===== src/rtl/hhbf_pkg.sv =====
// Shared types, constants and a helper function of the HTTP Host header filter.
package hhbf_pkg;

	// Number of window cells unless the top level is given another value.
	localparam int PATTERN_MAX_DEF = 32;
	// Number of pattern bytes that the configuration registers can hold.
	localparam int PATTERN_BYTES   = 32;
	// Number of bytes in the header tag that opens the host line.
	localparam int TAG_LEN         = 6;

	localparam logic [15:0] SERVER_PORT_RST = 16'd80;

	localparam logic [7:0] CHAR_CR = 8'h0d;
	localparam logic [7:0] CHAR_LF = 8'h0a;
	localparam logic [7:0] CHAR_H  = 8'h48;

	// Configuration register indexes.
	typedef enum logic [2:0] {
		CFG_SERVER_PORT = 3'd0,
		CFG_PATTERN_LEN = 3'd1,
		CFG_PATTERN_W0  = 3'd2,
		CFG_PATTERN_W1  = 3'd3,
		CFG_PATTERN_W2  = 3'd4,
		CFG_PATTERN_W3  = 3'd5
	} cfg_index_t;

	// Scan phase of the current packet.
	typedef enum logic [2:0] {
		PH_SEEK = 3'b001,
		PH_HOST = 3'b010,
		PH_DONE = 3'b100
	} phase_t;

	typedef struct packed {
		logic [31:0] queue_id;
		logic        is_tcp;
		logic [15:0] source_port;
		logic [15:0] dest_port;
		logic        has_byte;
		logic [7:0]  data_byte;
		logic        last_item;
	} item_t;

	typedef struct packed {
		logic [31:0] verdict_queue_id;
		logic        drop;
	} verdict_t;

	// One host byte as it moves along the window.
	typedef struct packed {
		logic       valid;
		logic [7:0] data;
	} cell_link_t;

	// Shift control broadcast to every window cell.
	typedef struct packed {
		logic push1;
		logic push2;
		logic clear;
	} cell_ctl_t;

	// Byte of "Host: " at a given position.
	function automatic logic [7:0] tag_byte(input logic [2:0] pos);
		logic [7:0] b;
		case (pos)
			3'd0:    b = 8'h48;
			3'd1:    b = 8'h6f;
			3'd2:    b = 8'h73;
			3'd3:    b = 8'h74;
			3'd4:    b = 8'h3a;
			3'd5:    b = 8'h20;
			default: b = 8'h00;
		endcase
		return b;
	endfunction

endpackage


===== src/rtl/hhbf_cell.sv =====
// One cell of the host byte window: holds one recent host byte and compares it.
module hhbf_cell (
	input  logic                    clk,
	input  logic                    arst_n,
	input  hhbf_pkg::cell_ctl_t     ctl,
	input  hhbf_pkg::cell_link_t    left_q,
	input  hhbf_pkg::cell_link_t    left_w1,
	input  logic                    active,
	input  logic [7:0]              expect_byte,
	output hhbf_pkg::cell_link_t    link_q,
	output hhbf_pkg::cell_link_t    link_w1,
	output logic                    ok1,
	output logic                    ok2
);
	import hhbf_pkg::*;

	logic       valid_q;
	logic [7:0] data_q;
	cell_link_t w2;

	// After the first push this cell holds its left neighbour's byte; after a
	// second push it holds what the neighbour held after the first.
	assign link_w1 = left_q;
	assign w2      = left_w1;
	assign link_q  = '{valid: valid_q, data: data_q};

	assign ok1 = !active || (link_w1.valid && (link_w1.data == expect_byte));
	assign ok2 = !active || (w2.valid && (w2.data == expect_byte));

	always_ff @(posedge clk or negedge arst_n) begin
		if (!arst_n) begin
			valid_q <= 1'b0;
		end else if (ctl.clear) begin
			valid_q <= 1'b0;
		end else if (ctl.push2) begin
			valid_q <= w2.valid;
		end else if (ctl.push1) begin
			valid_q <= link_w1.valid;
		end
	end

	always_ff @(posedge clk) begin
		if (ctl.push2) begin
			data_q <= w2.data;
		end else if (ctl.push1) begin
			data_q <= link_w1.data;
		end
	end

endmodule


===== src/rtl/http_host_block_filter_unit.sv =====
// Top level of the HTTP Host header filter: header scan, host window and verdict register.
//
// The filter takes one TCP payload byte per clock cycle and never pauses
// between requests: a new request is accepted in every cycle unless a verdict
// is waiting in the output register and the receiver is stalling it. Each
// request is worked in the cycle in which it is accepted, and the verdict of a
// packet is loaded into the output register in the cycle after its last
// request, so the sustained rate is one request per cycle while not stalled.
// That rate is set by the row of PATTERN_MAX window cells, which all shift
// and compare in the same cycle; a lone carriage return followed by a byte
// other than CR or LF advances the window by two places at once. The verdict
// drops a packet only when it is TCP, either port equals server_port, its
// first "Host: " line was closed by CR LF and the configured pattern occurred
// inside the host value (an empty pattern matches every complete host line).
// Configuration writes are always taken (cfg_ready is held high); a write to
// an index beyond the register list is ignored. Patterns longer than 32 bytes
// or than PATTERN_MAX never match.
module http_host_block_filter_unit #(
	parameter int PATTERN_MAX = hhbf_pkg::PATTERN_MAX_DEF
) (
	input  logic               clk,
	input  logic               arst_n,
	// Payload byte requests.
	input  logic               item_valid,
	output logic               item_stall,
	input  hhbf_pkg::item_t    item,
	// Verdicts, one per packet.
	output logic               verdict_valid,
	input  logic               verdict_stall,
	output hhbf_pkg::verdict_t verdict,
	// Configuration writes.
	input  logic               cfg_valid,
	output logic               cfg_ready,
	input  logic [2:0]         cfg_index,
	input  logic [63:0]        cfg_data
);
	import hhbf_pkg::*;

	localparam logic [6:0] PM_W    = 7'(PATTERN_MAX);
	localparam logic [6:0] PBYTES_W = 7'(PATTERN_BYTES);

	// Configuration registers.
	logic [15:0]                         server_port_q;
	logic [5:0]                          pattern_len_q;
	logic [PATTERN_BYTES-1:0][7:0]       pattern_q;

	// Per-packet scan state.
	phase_t      phase_q,  phase_d;
	logic [2:0]  tag_cnt_q, tag_cnt_d;
	logic        cr_pend_q, cr_pend_d;
	logic        found_q,   found_d;
	logic        line_q,    line_d;
	logic        saw_q,     saw_d;

	// Output register.
	logic        verdict_valid_q;
	verdict_t    verdict_q;

	logic        take;
	logic [7:0]  b;
	logic [7:0]  first_push;
	logic        push1;
	logic        push2;
	logic        len_ok;
	logic        found1;
	logic        found2;
	logic        drop_d;
	logic [2:0]  tag_next;
	cell_ctl_t   ctl;

	cell_link_t [PATTERN_MAX-1:0] cell_q;
	cell_link_t [PATTERN_MAX-1:0] cell_w1;
	logic       [PATTERN_MAX-1:0] ok1_vec;
	logic       [PATTERN_MAX-1:0] ok2_vec;

	// A waiting verdict that the receiver stalls blocks new requests; otherwise
	// the output register frees itself in the same cycle it is read.
	assign item_stall    = verdict_valid_q && verdict_stall;
	assign take          = item_valid && !item_stall;
	assign cfg_ready     = 1'b1;
	assign verdict_valid = verdict_valid_q;
	assign verdict       = verdict_q;
	assign b             = item.data_byte;

	always_ff @(posedge clk or negedge arst_n) begin
		if (!arst_n) begin
			server_port_q <= SERVER_PORT_RST;
			pattern_len_q <= '0;
			pattern_q     <= '0;
		end else if (cfg_valid && cfg_ready) begin
			case (cfg_index)
				CFG_SERVER_PORT: server_port_q       <= cfg_data[15:0];
				CFG_PATTERN_LEN: pattern_len_q       <= cfg_data[5:0];
				CFG_PATTERN_W0:  pattern_q[7:0]      <= cfg_data;
				CFG_PATTERN_W1:  pattern_q[15:8]     <= cfg_data;
				CFG_PATTERN_W2:  pattern_q[23:16]    <= cfg_data;
				CFG_PATTERN_W3:  pattern_q[31:24]    <= cfg_data;
				default: ;
			endcase
		end
	end

	// A pattern can only match when it is non-empty and fits in the registers and window.
	assign len_ok = (pattern_len_q != 6'd0) && ({1'b0, pattern_len_q} <= PBYTES_W) &&
		({1'b0, pattern_len_q} <= PM_W);

	// Header tag tracking: a mismatch restarts at one when the byte is the
	// tag's first letter, else at zero.
	always_comb begin
		if (b == tag_byte(tag_cnt_q)) begin
			tag_next = tag_cnt_q + 3'd1;
		end else if (b == CHAR_H) begin
			tag_next = 3'd1;
		end else begin
			tag_next = 3'd0;
		end
	end

	// Next-state logic of the scan. In the host phase a pending carriage
	// return is resolved by the next byte: a line feed closes the line,
	// anything else makes the carriage return an ordinary host byte, pushed
	// ahead of the new one.
	always_comb begin
		phase_d    = phase_q;
		tag_cnt_d  = tag_cnt_q;
		cr_pend_d  = cr_pend_q;
		found_d    = found_q;
		line_d     = line_q;
		saw_d      = saw_q;
		push1      = 1'b0;
		push2      = 1'b0;
		first_push = cr_pend_q ? CHAR_CR : b;
		if (take && item.has_byte) begin
			saw_d = 1'b1;
			case (phase_q)
				PH_SEEK: begin
					if (tag_next == 3'(TAG_LEN)) begin
						tag_cnt_d = 3'd0;
						phase_d   = PH_HOST;
					end else begin
						tag_cnt_d = tag_next;
					end
				end
				PH_HOST: begin
					if (cr_pend_q) begin
						if (b == CHAR_LF) begin
							cr_pend_d = 1'b0;
							line_d    = 1'b1;
							phase_d   = PH_DONE;
							if (pattern_len_q == 6'd0) begin
								found_d = 1'b1;
							end
						end else begin
							push1 = 1'b1;
							if (b == CHAR_CR) begin
								cr_pend_d = 1'b1;
							end else begin
								cr_pend_d = 1'b0;
								push2     = 1'b1;
							end
						end
					end else begin
						if (b == CHAR_CR) begin
							cr_pend_d = 1'b1;
						end else begin
							push1 = 1'b1;
						end
					end
				end
				PH_DONE: ;
				default: ;
			endcase
		end
		// The pattern is tested after each byte that enters the window.
		if (len_ok && ((push1 && found1) || (push2 && found2))) begin
			found_d = 1'b1;
		end
	end

	assign drop_d = item.is_tcp &&
		((item.source_port == server_port_q) || (item.dest_port == server_port_q)) &&
		saw_d && line_d && found_d;

	assign ctl = '{push1: push1, push2: push2, clear: take && item.last_item};

	// Window cells. Cell k holds the k-th most recent host byte and compares
	// it against pattern byte (length - 1 - k) when k lies inside the pattern.
	for (genvar k = 0; k < PATTERN_MAX; k++) begin : g_cell
		localparam logic [6:0] K = 7'(k);
		logic       active;
		logic [6:0] pos;
		cell_link_t left_q;
		cell_link_t left_w1;

		assign active = {1'b0, pattern_len_q} > K;
		assign pos    = {1'b0, pattern_len_q} - 7'd1 - K;

		if (k == 0) begin : g_head
			assign left_q  = '{valid: 1'b1, data: first_push};
			assign left_w1 = '{valid: 1'b1, data: b};
		end else begin : g_body
			assign left_q  = cell_q[k-1];
			assign left_w1 = cell_w1[k-1];
		end

		hhbf_cell u_cell (
			.clk         (clk),
			.arst_n      (arst_n),
			.ctl         (ctl),
			.left_q      (left_q),
			.left_w1     (left_w1),
			.active      (active),
			.expect_byte (pattern_q[pos[4:0]]),
			.link_q      (cell_q[k]),
			.link_w1     (cell_w1[k]),
			.ok1         (ok1_vec[k]),
			.ok2         (ok2_vec[k])
		);
	end

	assign found1 = &ok1_vec;
	assign found2 = &ok2_vec;

	// Scan state: cleared after every packet's last request.
	always_ff @(posedge clk or negedge arst_n) begin
		if (!arst_n) begin
			phase_q   <= PH_SEEK;
			tag_cnt_q <= 3'd0;
			cr_pend_q <= 1'b0;
			found_q   <= 1'b0;
			line_q    <= 1'b0;
			saw_q     <= 1'b0;
		end else if (take && item.last_item) begin
			phase_q   <= PH_SEEK;
			tag_cnt_q <= 3'd0;
			cr_pend_q <= 1'b0;
			found_q   <= 1'b0;
			line_q    <= 1'b0;
			saw_q     <= 1'b0;
		end else if (take) begin
			phase_q   <= phase_d;
			tag_cnt_q <= tag_cnt_d;
			cr_pend_q <= cr_pend_d;
			found_q   <= found_d;
			line_q    <= line_d;
			saw_q     <= saw_d;
		end
	end

	// Verdict register.
	always_ff @(posedge clk or negedge arst_n) begin
		if (!arst_n) begin
			verdict_valid_q <= 1'b0;
		end else if (take && item.last_item) begin
			verdict_valid_q <= 1'b1;
		end else if (!verdict_stall) begin
			verdict_valid_q <= 1'b0;
		end
	end

	always_ff @(posedge clk) begin
		if (take && item.last_item) begin
			verdict_q <= '{verdict_queue_id: item.queue_id, drop: drop_d};
		end
	end

endmodule


===== config.mk =====
export PLATFORM = sky130hd
export DESIGN_NAME = http_host_block_filter_unit
export DESIGN_NICKNAME = d
export VERILOG_FILES = /design/src/rtl/hhbf_pkg.sv /design/src/rtl/hhbf_cell.sv /design/src/rtl/http_host_block_filter_unit.sv
export SDC_FILE = /design/constraint.sdc
export NUM_CORES = 2
export LEC_CHECK = 0
export ABC_AREA = 1
export ABC_CLOCK_PERIOD_IN_PS = 31200
export BUFFER_PORTS_ARGS = -buffer_cell sky130_fd_sc_hd__buf_2
export CELL_PAD_IN_SITES_DETAIL_PLACEMENT = 0
export CELL_PAD_IN_SITES_GLOBAL_PLACEMENT = 1
export CORE_MARGIN = 4
export CORE_UTILIZATION = 37
export CTS_CLUSTER_SIZE = 8
export DETAILED_ROUTE_END_ITERATION = 6
export GPL_TIMING_DRIVEN = 1
export PLACE_DENSITY_LB_ADDON = 0.3
export SLEW_MARGIN = 15
export SYNTH_ARGS = -nofsm -noshare
export SYNTH_HDL_FRONTEND = slang
export SYNTH_SLANG_ARGS = --single-unit

===== constraint.sdc =====
create_clock -name clk -period 31.2 [get_ports clk]
set_input_delay 3.12 -clock clk [delete_from_list [all_inputs] [get_ports clk]]
set_output_delay 3.12 -clock clk [all_outputs]
set_load 0.01 [all_outputs]

# Word-level counts from Yosys, hierarchy flattened
# Cells that the tools add are included.
totals:
  regBits: 601
  latch_bits: 0
  mem_bits_rw: 0
  rom_bits: 0
  inputBits: 147
  out_inout_bits: 36
  elab_cells: 755
  n_memories: 0
classes:
  addsub: 33
  multipliers: 0
  n_div: 0
  n_lt_le_gt_ge: 65
  eq_ne: 87
  n_shift: 0
  n_mux: 270
  bitwise_logic: 0
  n_reduce_logical: 195
op_table:
  columns: ["op", "n"]
  rows:
  - ["8-bit binary-select mux with 5-bit select", 32]
  - ["8-bit two-way mux", 95]
  - ["8-bit == test", 65]
  - ["5-bit by 6-bit less-than comparator with 1-bit output, second input constant", 32]
  - ["1-bit two-way mux", 129]
  - ["6-bit by 5-bit > comparator with 1-bit output, second input constant", 16]
  - ["5-bit subtractor, second input constant", 16]
  - ["1-bit logical AND", 74]
  - ["1-bit logical OR", 66]
  - ["32-bit AND reduction", 2]
  - ["6-bit by 4-bit > comparator with 1-bit output, second input constant", 8]
  - ["7-bit case mux with 6 select lines", 1]
  - ["5-bit by 4-bit subtractor with 5-bit output, second input constant", 8]
  - ["3-bit two-way mux", 12]
  - ["1-bit zero test", 33]
  - ["16-bit == test", 2]
  - ["6-bit by 3-bit > comparator with 1-bit output, second input constant", 4]
  - ["5-bit by 3-bit subtractor with 5-bit output, second input constant", 4]
  - ["8-bit by 4-bit == test with 1-bit output, second input constant", 2]
  - ["3-bit by 2-bit == test with 1-bit output, second input constant", 5]
  - ["3-bit == test, second input constant", 5]
  - ["6-bit by 1-bit > comparator with 1-bit output, second input constant", 2]
  - ["6-bit by 2-bit > comparator with 1-bit output, second input constant", 2]
  - ["2-bit AND reduction", 6]
  - ["16 further kinds", 29]

# Logic depth before layout (Yosys ltp)
depth:
  ltp_word: 14
  depth_mapped: 33
  mapped_depth_nobuf: 27

# Cells and area by module
# Synthesis repeated with hierarchy kept, for this count alone.
unflattened:
  hier_cells: 8102
  hier_area_um2: 51336.7
modules_own_cells:
  columns: ["mod", "n_inst", "cells_per_inst", "area_per_inst_um2", "seq_area_each_um2"]
  rows:
  - ["http_host_block_filter_unit", 1, 4390, 27153.5, 8226.6]
  - ["hhbf_cell", 32, 116, 755.7, 265.3]

# Worst setup path after synthesis
# Ideal clock, no wire load.
synth_timing:
  path_kind: "input port to flip-flop"
  start: "in verdict_stall"
  end: "reg g_cell[10].u_cell.valid_q"
  setup_time_ns: 0.083
  t_arrival_ns: 15.571
  required_ns: 31.117
  slack_ns: 15.546
  path_stages: 10
  path_buffers: 1
  path_cell_list: "nand2_1 > nand2_1 > inv_1 > nand2_1 > nor2_1 > nand2_1 > nor2_1 > nand2_1 > clkbuf_1 > o22ai_1"
synth_via:
  elab_chain_len: 7
  elab_cells_between_ends: 10
  cone_classes: "mux (4); reduce/logical (6)"
synth_lines:
  columns: ["item", "line", "source"]
  rows:
  - ["start: declaration", "http_host_block_filter_unit.sv:29", "input logic verdict_stall,"]
  - ["1-bit logical AND *", "http_host_block_filter_unit.sv:78", "assign item_stall = verdict_valid_q && verdict_stall;"]
  - ["1-bit zero test *", "http_host_block_filter_unit.sv:79", "assign take = item_valid && !item_stall;"]
  - ["1-bit logical AND *", "http_host_block_filter_unit.sv:79", null]
  - ["1-bit logical AND", "http_host_block_filter_unit.sv:133", "if (take && item.has_byte) begin"]
  - ["1-bit two-way mux", "http_host_block_filter_unit.sv:133", null]
  - ["1-bit two-way mux", "hhbf_cell.sv:35", "end else if (ctl.push2) begin"]
  - ["1-bit two-way mux", "hhbf_cell.sv:33", "end else if (ctl.clear) begin"]
  - ["end signal: assignment", "hhbf_cell.sv:36", "valid_q <= w2.valid;"]
  - ["end signal: assignment", "hhbf_cell.sv:38", "valid_q <= link_w1.valid;"]
  - ["end: declaration", "hhbf_cell.sv:17", "logic valid_q;"]
# Mark *: on every way between the ends. The rest lies on a longest branch, timed or not.
# A chain may end at the register's enable or synchronous reset.

# Worst setup path after layout
layout_timing:
  start: "reg pattern_len_q[0]"
  end: "reg verdict_q (netlist bit verdict[0]) (data pin)"
layout_via:
  elab_chain_len: 13
  elab_cells_between_ends: 367
  cone_classes: "add/sub (32); order compare (33); eq/ne (64); mux (70); reduce/logical (168)"
layout_lines:
  columns: ["item", "line", "source"]
  rows:
  - ["start: declaration", "http_host_block_filter_unit.sv:44", "logic [5:0] pattern_len_q;"]
  - ["start signal: assignment", "http_host_block_filter_unit.sv:93", "CFG_PATTERN_LEN: pattern_len_q <= cfg_data[5:0];"]
  - ["5-bit by 1-bit subtractor with 5-bit output", "http_host_block_filter_unit.sv:196", "assign pos = {1'b0, pattern_len_q} - 7'd1 - K;"]
  - ["5-bit by 1-bit subtractor with 5-bit output (tied with other cells)", "http_host_block_filter_unit.sv:196", null]
  - ["8-bit binary-select mux with 5-bit select", "http_host_block_filter_unit.sv:213", ".expect_byte (pattern_q[pos[4:0]]),"]
  - ["8-bit two-way mux (implied by the code)", "http_host_block_filter_unit.sv:213", null]
  - ["8-bit == test (on tied branches)", "hhbf_cell.sv:27, hhbf_cell.sv:28", null]
  - ["1-bit logical AND (on tied branches)", "hhbf_cell.sv:27, hhbf_cell.sv:28", null]
  - ["1-bit logical OR (on tied branches)", "hhbf_cell.sv:27, hhbf_cell.sv:28", null]
  - ["32-bit AND reduction (on tied branches)", "http_host_block_filter_unit.sv:221, http_host_block_filter_unit.sv:222", null]
  - ["1-bit logical AND", "http_host_block_filter_unit.sv:175", "if (len_ok && ((push1 && found1) || (push2 && found2))) begin"]
  - ["1-bit logical OR", "http_host_block_filter_unit.sv:175", null]
  - ["1-bit logical AND", "http_host_block_filter_unit.sv:175", null]
  - ["1-bit two-way mux *", "http_host_block_filter_unit.sv:175", null]
  - ["1-bit logical AND *", "http_host_block_filter_unit.sv:182", "saw_d && line_d && found_d;"]
  - ["net drop_d", "http_host_block_filter_unit.sv:67", "logic drop_d;"]
  - ["end signal: assignment", "http_host_block_filter_unit.sv:263", "verdict_q <= '{verdict_queue_id: item.queue_id, drop: drop_d};"]
  - ["end: declaration", "http_host_block_filter_unit.sv:57", "verdict_t verdict_q;"]
# The timed path passes the listed nets; every way through them passes the cells marked *. The select of a mux whose other input is x is not followed.

==> impl_metrics.csv <==
group,metric,value,unit
global_routing,grt_use_met1,55.4,%
logic_synthesis,ys_seq_elements,601,
timing,final-setup-viol-count,0,
finish,final_net_count,8579,
finish,layout.cells.non_filler,10300,
drt,routedWlPerCell,30.6,um
drt,drt-pass1-iter-count,7,
logic_synthesis,ys_seq_area_share,32.1,%
drt,drcViolationCount,3,
clock_network,cts_root_buf,"sky130_fd_sc_hd__clkbuf_16",
die,initial_core_util,37.3,%
logic_synthesis,yosysMostFrequentCell,"sky130_fd_sc_hd__nand2_1",
global_routing,globalRouteOverflowTotal,0,
power_and_ir_drop,netSwitchingFraction,62.5,%
critical_path,start_kind,"flip-flop",
logic_synthesis,post_synth_num_cell_types,49,
clock_network,cts_htree_levels,3,
drt,route.detailed.vias_per_inst,6.08,
global_routing,grt_max_degree,188,
clock_network,tritoncts_clock_tree,"done",
power_and_ir_drop,power_frac_seq,16.1,%
place,place.detailed.instances,10100,
logic_synthesis,post_synth_main_area_contributors,"sky130_fd_sc_hd__nand2_1 27%, sky130_fd_sc_hd__nand3_1 19%, sky130_fd_sc_hd__edfxtp_1 16%, sky130_fd_sc_hd__dfrtp_1 15%, sky130_fd_sc_hd__o21ai_0 6.2%",
global_routing,grt_use_met3,15.2,%
timing,worst-slew-pin-transition,1400,ps
clock_network,post_cts_buffers,0,
timing,max_clock_freq,124,MHz
place,placed_area,0.0530,sq mm
global_routing,number_of_global_route_vias_before_repair,54200,
critical_path,cpMostUsedCell,"sky130_fd_sc_hd__nand2_1",
drt,route.antenna.remaining_nets,0,
outcome,failed_checks,"DRC",
logic_synthesis,synth-edff-count,281,
die,number_of_primary_i_o_pins,183,
logic_synthesis,post_synth_top_cells,"3632 x sky130_fd_sc_hd__nand2_1, 1965 x sky130_fd_sc_hd__nand3_1, 632 x sky130_fd_sc_hd__o21ai_0, 519 x sky130_fd_sc_hd__inv_1, 317 x sky130_fd_sc_hd__dfrtp_1",
drt,via_count,62400,
place,place_congestion,1.16,
finish,share_of_the_core_filled_with_cells_in_the_final_layout,40.4,%
timing,post-route-min-period,8050,ps
power_and_ir_drop,p_per_area,115,mW/mm^2
die,core_region_area,0.138,sq mm
place,io_buffers,181,
power_and_ir_drop,power.internal,2.41,mW
finish,drive_gt1_share,5.26,%
critical_path,crit_path_max_cell_delay,890,ps
global_routing,most_utilized_layer_in_the_global_route_result,"met2",
logic_synthesis,yosysTopAreaCell,"sky130_fd_sc_hd__nand2_1",
place,detailedPlace.worstSlack,23730,ps
clock_network,clk_sinks,601,
clock_network,clkLatencyLatePin,720,ps
logic_synthesis,ys.flop_type,"sky130_fd_sc_hd__dfrtp_1",
clock_network,tritoncts.num_buffers,89,
power_and_ir_drop,power_frac_comb,69.0,%
die,core.rowCount,136,
critical_path,cp-end-kind,"flip-flop",
timing,final.setup_skew,35.1,ps
critical_path,worst_ep_arrival_time,8600,ps
logic_synthesis,avgSynthCellArea,6.04,sq um
timing,report.final.slew_viol_count,0,
global_routing,first_pass_grt_wire_length,426000,um
worst_hold_path,hp-class,"flip-flop to flip-flop",
finish,post_layout_instance_area,0.0556,sq mm
power_and_ir_drop,power.static_leakage,28.0,nW
logic_synthesis,synth_warnings,0,
global_routing,grt_util_met2,58.1,%
timing,rsz0062_at_grt,"false",
logic_synthesis,synth_cells,8503,
die,fp.dieW,380,um
power_and_ir_drop,clock_power_share,14.9,%
run,drv.max_cap_violation_count,0,
global_routing,grt_usage,41.6,%
logic_synthesis,synth_area,0.0513,sq mm
finish,synthToLayoutAreaGrowth,8.39,%
critical_path,critPathRequiredTime,31750,ps
timing,maxSlewHeadroom,5.78,%
clock_network,clkSlewWorstSetupHoldPaths,50,ps
clock_network,postCtsResizedCells,0,
drt,drt_wl_total,314000,um
timing,post-route-period-util,25.8,%
timing,final_worst_setup_slack,23150,ps
outcome,run_status,"complete, but fails checks",
die,dieArea,0.145,sq mm
critical_path,timing_worst_setup_path_type,"flip-flop to flip-flop",
die,die_height,380,um
place,place_hpwl,252000,um
power_and_ir_drop,net-switching-power,4.01,mW
global_routing,antenna_found_initial,6,
critical_path,r2r_setup_slk,23150,ps
critical_path,slowest_stage,"sky130_fd_sc_hd__dfrtp_4",
timing,finalHoldViolCount,0,
clock_network,hold_buffers,0,
drt,initialDrtViolationCount,10700,
clock_network,ctsLongestPathBuffers,3,
critical_path,crit_path_max_fanout,93,
timing,final_total_negative_setup_slack,0,ps
logic_synthesis,synth_top_cell_area_share,26.6,%
logic_synthesis,postSynth.asyncResetShare,53.2,%
logic_synthesis,synth_nets,8665,
power_and_ir_drop,power.ir.vdd_worst,0.0000533,V
## placed cells by master (no fill, tap or decap), drive strengths merged
| cell | Yosys | routed |
|---|---|---|
| a211oi | 1 | 1 |
| a21oi | 59 | 59 |
| a221oi | 2 | 2 |
| a22oi | 2 | 2 |
| a31oi | 4 | 4 |
| and2 | 6 | 6 |
| and3 | 1 | 1 |
| buf | 278 | 264 |
| clkbuf | 163 | 138 |
| clkinv | 2 | 9 |
| conb | 1 | 1 |
| dfrtp | 317 | 317 |
| dfstp | 3 | 3 |
| diode | 0 | 2 |
| edfxtp | 281 | 281 |
| ha | 15 | 15 |
| inv | 527 | 528 |
| nand2 | 3669 | 3669 |
| nand3 | 1969 | 1969 |
| nand3b | 5 | 5 |
| nand4 | 60 | 60 |
| nor2 | 289 | 289 |
| nor3 | 27 | 27 |
| nor3b | 1 | 1 |
| nor4 | 6 | 6 |
| o2111ai | 3 | 3 |
| o211ai | 13 | 13 |
| o21a | 1 | 1 |
| o21ai | 655 | 655 |
| o22ai | 35 | 35 |
| o31ai | 1 | 1 |
| or2 | 3 | 3 |
| xnor2 | 24 | 24 |
| xor2 | 80 | 80 |
## final cells by class
class	instances	area [sq um]
multi-input cells	6932	30800
clock inverters	8	100
clock buffers	138	2480
diodes	2	5.00
fillers	15000	82000
repair buffers	264	1550
flip-flops and latches	601	16500
inverters	529	2000
well taps	1794	2240
## kinds of logic after synthesis
family	Yosys count	share of synthesized area, %
xor+xnor	104	1.85
simple gates	6036	49.8
fa+ha+maj	15	0.366
buf+inv	970	8.17
flops	601	32.1
other cells	1	0.00731
compound gates	776	7.80
## metal layers
layer	wire length [um]	part of all wire, %
met2	124000	39
met4	21400	6.8
met5	431	0.14
met1	124000	40
met3	43900	14
## path summary, 6_finish.rpt
kind	start	end	cells after the start
setup / recovery	pattern_len_q[0]	verdict[0]	26
hold / removal	line_q	line_q	2
setup reg to reg	pattern_len_q[0]	verdict[0]	26
hold reg to reg	line_q	line_q	2
max in group asynchronous	arst_n	pattern_len_q[0]	3
min in group asynchronous	arst_n	pattern_q[60]	1
## through the flow
step	hold WS, ps	total power, mW
6_report	501	6.42
3_5_place_dp	488	5.16
4_1_cts	503	6.13
3_3_place_gp	468	5.17
2_1_floorplan	452	3.46
5_1_grt	530	6.61
## power by group through the flow
stage	Sequential (mW)	Clock (mW)	Combinational, mW
after floorplan	1.01	0	2.46
after global placement	1.04	0	4.13
after detailed placement	1.04	0	4.12
after CTS	1.03	0.966	4.13
after global routing	1.04	0.995	4.57
final	1.03	0.959	4.43
## sequential cells by signal (all words and copies together), names as in the netlist
| name | flops |
|---|---|
| pattern_q | 256 |
| g_cell.u_cell.data_q | 248 |
| verdict | 33 |
| g_cell.u_cell.valid_q | 31 |
| server_port_q | 16 |
| pattern_len_q | 6 |
| phase_q | 3 |
| tag_cnt_q | 3 |
| cr_pend_q | 1 |
| found_q | 1 |
| line_q | 1 |
| saw_q | 1 |
| verdict_valid | 1 |
## critical path, delay by kind of cell (launching register included)
family | cells | cell delay [ps]
compound gates | 2 | 770
fa+ha+maj | 1 | 470
buf+inv | 5 | 2510
flops | 1 | 890
simple gates | 18 | 3040
No activity file was read; power rests on OpenSTA's default activity.
